## src/sv/smi_pkg.sv

```systemverilog
// ============================================================================
// smi_pkg: shared types and constants of the stack machine executor
// Opcodes, slot format, status codes and the front-to-back queue entry.
// ============================================================================
package smi_pkg;

	typedef enum logic [4:0] {
		OP_HALT, OP_PUSHC, OP_ADD, OP_SUB, OP_MUL, OP_DIV, OP_MOD, OP_RDINT,
		OP_WRINT, OP_RDCHR, OP_WRCHR, OP_PUSHG, OP_POPG, OP_ASF, OP_RSF, OP_PUSHL,
		OP_POPL, OP_EQ, OP_NE, OP_LT, OP_LE, OP_GT, OP_GE, OP_JMP,
		OP_BRF, OP_BRT, OP_CALL, OP_RET, OP_DROP, OP_PUSHR, OP_POPR, OP_DUP
	} op_e;

	localparam logic [1:0] TAG_NUM = 2'd0;
	localparam logic [1:0] TAG_INT = 2'd1;
	localparam logic [1:0] TAG_CHR = 2'd2;

	localparam logic [2:0] ST_OK    = 3'd0;
	localparam logic [2:0] ST_HALT  = 3'd1;
	localparam logic [2:0] ST_OVFL  = 3'd2;
	localparam logic [2:0] ST_UNFL  = 3'd3;
	localparam logic [2:0] ST_DIVZ  = 3'd4;
	localparam logic [2:0] ST_MODZ  = 3'd5;
	localparam logic [2:0] ST_RANGE = 3'd6;

	typedef struct packed {
		logic [1:0]  tag;
		logic [31:0] val;
	} slot_t;

	// which stack entry the first read fetches
	typedef enum logic [1:0] {
		RS_TOP1, RS_TOP2, RS_FB, RS_LOC
	} rd_sel_e;

	typedef struct packed {
		rd_sel_e rd_sel;
		logic    two_rd;
	} cls_t;

	typedef struct packed {
		op_e         op;
		logic [23:0] imm;
		logic [31:0] rd;
		cls_t        cls;
	} q_item_t;

endpackage

```

## src/sv/smi_fe.sv

```systemverilog
// ============================================================================
// smi_fe: instruction front end
// Accepts instructions, classifies their stack reads and queues them.
// ============================================================================
module smi_fe import smi_pkg::*; (
	input  logic        clk,
	input  logic        arst_n,
	input  logic        in_valid,
	output logic        in_stall,
	input  logic [4:0]  op,
	input  logic [23:0] immediate,
	input  logic signed [31:0] read_value,
	output logic        q_valid,
	output q_item_t     q_item,
	input  logic        q_pop
);

	q_item_t    ent_q [2];
	logic       wp_q, rp_q;
	logic [1:0] cnt_q;
	logic       push;
	q_item_t    new_item;

	always_comb begin
		new_item.op  = op_e'(op);
		new_item.imm = immediate;
		new_item.rd  = 32'(read_value);
		new_item.cls.two_rd = 1'b0;
		unique case (op_e'(op)) inside
			OP_ADD, OP_SUB, OP_MUL, OP_DIV, OP_MOD,
			OP_EQ, OP_NE, OP_LT, OP_LE, OP_GT, OP_GE: begin
				new_item.cls.rd_sel = RS_TOP2;
				new_item.cls.two_rd = 1'b1;
			end
			OP_RSF:   new_item.cls.rd_sel = RS_FB;
			OP_PUSHL: new_item.cls.rd_sel = RS_LOC;
			default:  new_item.cls.rd_sel = RS_TOP1;
		endcase
	end

	assign in_stall = (cnt_q == 2'd2);
	assign push     = in_valid && !in_stall;
	assign q_valid  = (cnt_q != 2'd0);
	assign q_item   = ent_q[rp_q];

	always_ff @(posedge clk) begin
		if (push)
			ent_q[wp_q] <= new_item;
	end

	always_ff @(posedge clk or negedge arst_n) begin
		if (!arst_n) begin
			wp_q  <= 1'b0;
			rp_q  <= 1'b0;
			cnt_q <= 2'd0;
		end else begin
			if (push)
				wp_q <= !wp_q;
			if (q_pop)
				rp_q <= !rp_q;
			cnt_q <= cnt_q + 2'(push) - 2'(q_pop);
		end
	end

endmodule

```

## config.mk

```make
export PLATFORM = sky130hd
export DESIGN_NAME = smi_fe
export DESIGN_NICKNAME = d
export VERILOG_FILES = /design/src/sv/smi_pkg.sv /design/src/sv/smi_fe.sv
export SDC_FILE = /design/constraint.sdc
export NUM_CORES = 1
export LEC_CHECK = 0
export BUFFER_PORTS_ARGS = -buffer_cell sky130_fd_sc_hd__buf_2
export CAP_MARGIN = 20
export CORE_UTILIZATION = 50
export CTS_BUF_LIST = sky130_fd_sc_hd__clkbuf_8
export DETAILED_ROUTE_END_ITERATION = 10
export GPL_ROUTABILITY_DRIVEN = 1
export PLACE_DENSITY = 0.74
export SYNTH_ARGS = -nofsm -noshare
export SYNTH_HDL_FRONTEND = slang
export SYNTH_SLANG_ARGS = --single-unit
```

## constraint.sdc

```tcl
create_clock -name clk -period 6 [get_ports clk]
set_clock_uncertainty 0.05 [all_clocks]
set_input_delay 0.6 -clock clk [delete_from_list [all_inputs] [get_ports clk]]
set_output_delay 0.6 -clock clk [all_outputs]
set_load 0.005 [all_outputs]
```

### After elaboration in Yosys (flattened, before gate mapping)

Memory sizes are Yosys's and may differ from the RTL's.
Cells that the tools add are included.

* input bits: 65
* word-level logic and storage cells: 30
* memory bits (writable): 128
* flip-flop bits (word level): 4
* memories: 1
* output and inout port bits: 66

Memories
* ent_q: depth 2, width 64, read ports 1, clocked after memory_dff 0, wr ports 1, line smi_fe.sv:18 `q_item_t ent_q [2];`

* reductions and logical operators: 6
* equal/unequal tests: 14
* $add $sub $neg: 2
* muxes and demuxes: 4

Operators with widths (number)
* $eq 5x5->1 const B: 6
* $eq 5x3->1 const B: 3
* $reduce_or 11->1: 1
* $eq 5x2->1 const B: 2
* $eq 5x4->1 const B: 2
* $pmux 2 s3: 1
* $logic_not 1->1: 3
* $mux 1: 3
* $add 2x1->2: 1
* $eq 2x2->1 const B: 1
* $reduce_bool 2->1: 1
* $sub 2x1->2: 1
* $logic_and 1x1->1: 1

### Longest topological paths before layout

* depth after elaboration: 5
* gate-level depth with buffers: 7

### Worst setup path after synthesis

No wires, ideal clock.

* kind: input port to flip-flop
* start point: input in_valid
* end point: memory ent_q[0][0] (netlist bit), enable pin
* stages on the path: 2
* data arrival time: 3.369 ns
* data required time: 5.464 ns
* setup time: 0.486 ns
* path slack: 2.094 ns
* path through: nand2_1 -> nor2_1

* cells in the longest elaborated chain, start to end: 3

Ends and longest elaborated chain
* start: declaration: line smi_fe.sv:8 `input logic in_valid,`
* $logic_and 1x1->1: line smi_fe.sv:42 `assign push = in_valid && !in_stall;`
* $mux 1: line smi_fe.sv:47 `if (push)`
* $mux 1 (implied by the code): line smi_fe.sv:48 `ent_q[wp_q] <= new_item;`
* end: declaration: line smi_fe.sv:18

Every way passes these cells.

==> run metrics <==
area leader, netlist edfxtp_1; fin util 0.640; main combinational cell family by area after synthesis multiplexers; Die ar. about 0.011 mm^2; global-route wire length before repair approximately 12000 um; Slew HR 0.476; worst ir drop on vdd around 0.46 mV; worst skew pair latency 0.41 ns; type of the worst min-delay path input port to register; initial antenna violation count 0; met3 Use GR 0.0576; Routed Antenna Nets 0; Synth Area in XOR/XNOR 0.00693; top post-synthesis cells by area edfxtp_1 (76%), mux2_4 (15%), mux2_2 (3.1%); # fillers just over 700; Pwr Density 466 mW/mm^2; yosys warns 0; Max-Cap Viols 0; clk root buf clkbuf_8; Avg Cell Area, Syn between 20 and 25 um^2; final hold slack 0.321 ns; final setup vio count 0; Hold Vio Cnt, Final 0; Synth Area in Adders 0.00495; layer with the highest usage met2; register cell area after layout 0.00395 mm^2; # nets final between 400 and 500; CTS tree done; Setup TNS 0 ns; Pre-antenna DRT Iters 5; Syn Nets 287; DR vias/cell roughly 4.8; clock tree buffer depth 2; Post-Syn Area 0.00505 mm^2; CP Max Fanout 35; clock slew at reported path FFs 0.07 ns; global routing usage on met2 0.249; vias in the first global route roughly 2400; P_leak 0.00253 uW; synthesis-to-layout area growth 23.7%; Total GRT Usage 0.156; distinct cell type count after synthesis 19; GRT overflow 0; post-route cell area 0.00625 mm^2; Compound-Gate Fraction of Synth Area 0.00471; Synth Area in Simple Gates 0.00718; clock buffer count from CTS 17; Crit Path Category register to output pin; setup repair after global routing missed its margin no; Multi-input gate area 0.00104 mm^2; fmax between 300 and 400 MHz; mux contribution to synthesized area 0.180; minimum clock period 2.70 ns; worst slew pin tran 0.787 ns; Cells after Synth 220; Die Wd 103 um; Seq/Total Area, Yosys 0.781; post-synth top area share 0.761; row count 36; Initial Utilization 0.517; setup ws final 3.30 ns; M1 GR Usage 0.183; via count 2451; fin crit share 0.451; placed cell areas between 0.005 and 0.006 mm^2; Core ar. 0.00977 mm^2; Setup Slack @ Placement 3.60 ns; WL/cell 15.3 um; Setup crit end kind output pin; IO Count 131; register bit total from synthesis 132; crit path DAT 2.05 ns; drt drc 0; Req. time, crit path 5.35 ns; DPL Wire Length 4940 um; Post-Route WL 7820 um; ant diodes 0; H-tree levels 4; Post-CTS Resized 0; DRT iter0 DRCs 78; GPL Wtd Cong 0.644; share of post-route cells with drive strength above 1 0.602; Clock Sinks 132; Die Ht between 100 and 150 um; fin. max-slew vios 0; critical path launch point type register; port bufs 130; largest net degree at the start of global routing 66; status completed
## state kept, by name, indices dropped and copies added, names as in the netlist
register  count
rp_q          1
ent_q       128
cnt_q         2
wp_q          1
## synth_stat cells
cell type,n
edfxtp_1,128
ha_1,2
nand2b_1,1
a211oi_1,1
mux2_4,50
or2_2,1
inv_1,2
and4b_1,1
and3_1,1
mux2_2,14
xor2_1,1
buf_6,6
buf_2,1
nand2_1,1
a21o_1,1
a311oi_1,1
dfrtp_1,4
nor2_1,1
xnor2_1,3
## final timing paths
path | to | cells after the start | slack, ns | start
max reg2reg | ent_q[1][19]$_DFFE_PP_ | 3 | 3.78 | cnt_q[1]$_DFF_PN0_
max | q_item[48] | 3 | 3.30 | rp_q$_DFFE_PN0P_
min | ent_q[0][7]$_DFFE_PP_ | 1 | 0.32 | read_value[4]
min in group asynchronous | cnt_q[0]$_DFF_PN0_ | 2 | 0.46 | arst_n
min reg2reg | cnt_q[1]$_DFF_PN0_ | 1 | 0.46 | cnt_q[1]$_DFF_PN0_
max in group asynchronous | rp_q$_DFFE_PN0P_ | 2 | 5.30 | arst_n
## critical path, stage by stage, from the launching register on
cell and delay, ns:
dfrtp_4 0.80, buf_12 0.32, mux2_2 0.38, buf_2 0.13
## metal layers
layer | routed length, um | vias to the layer above
met2 | 3920 | 90
met3 | 507 | 12
met1 | 3260 | 1185
li1 | - | 1164
met5 | 0 | -
met4 | 134 | 0
## final cells by class
class,instances,share of cell area
Timing Repair Buffer,134,0.111
Sequential cell,132,0.632
Tap cell,133,0.0266
Clock buffer,22,0.0484
Multi-Input combinational cell,79,0.166
Inverter,2,0.00120
Clock inverter,10,0.0150
## layout by cell type, fill, tap and decap left out, drive strengths merged
cell type and instances:
a211oi 1, a21o 1, a311oi 1, and3 1, and4b 1, buf 133
bufinv 2, clkbuf 22, clkinv 3, dfrtp 4, dlygate4sd3 1, edfxtp 128
ha 2, inv 7, mux2 64, nand2 1, nand2b 1, nor2 1
or2 1, xnor2 3, xor2 1
## what timing repair did
item / CTS / global route
setup buffers: 0 / 0
hold endpoints to repair: 4 / 0
hold buffers: 1 / 0
## report_power, final
part / switching [uW] / total [uW] / internal [uW] / leakage [uW]
clock network: 302 / 718 / 416 / 0.000225
registers: 109 / 1370 / 1260 / 0.00124
logic: 344 / 823 / 478 / 0.00107
total: 755 / 2910 / 2160 / 0.00253
## kinds of logic (layout without fill, tap and decap cells)
group,after synthesis,count (layout)
mux,64,64
xor+xnor,4,4
buf+inv,9,168
compound gates,3,3
fa+ha+maj,2,2
flops,132,132
simple gates,6,6
## stage by stage
| step | power [uW] | std cells |
|---|---|---|
| finish | 2910 | 512 |
| global route | 3060 | 512 |
| CTS | 2950 | 511 |
| detailed placement | 2230 | 478 |
| global placement | 2210 | 478 |
| floorplan | 1950 | 220 |
No activity file was read; power rests on OpenSTA's default activity.
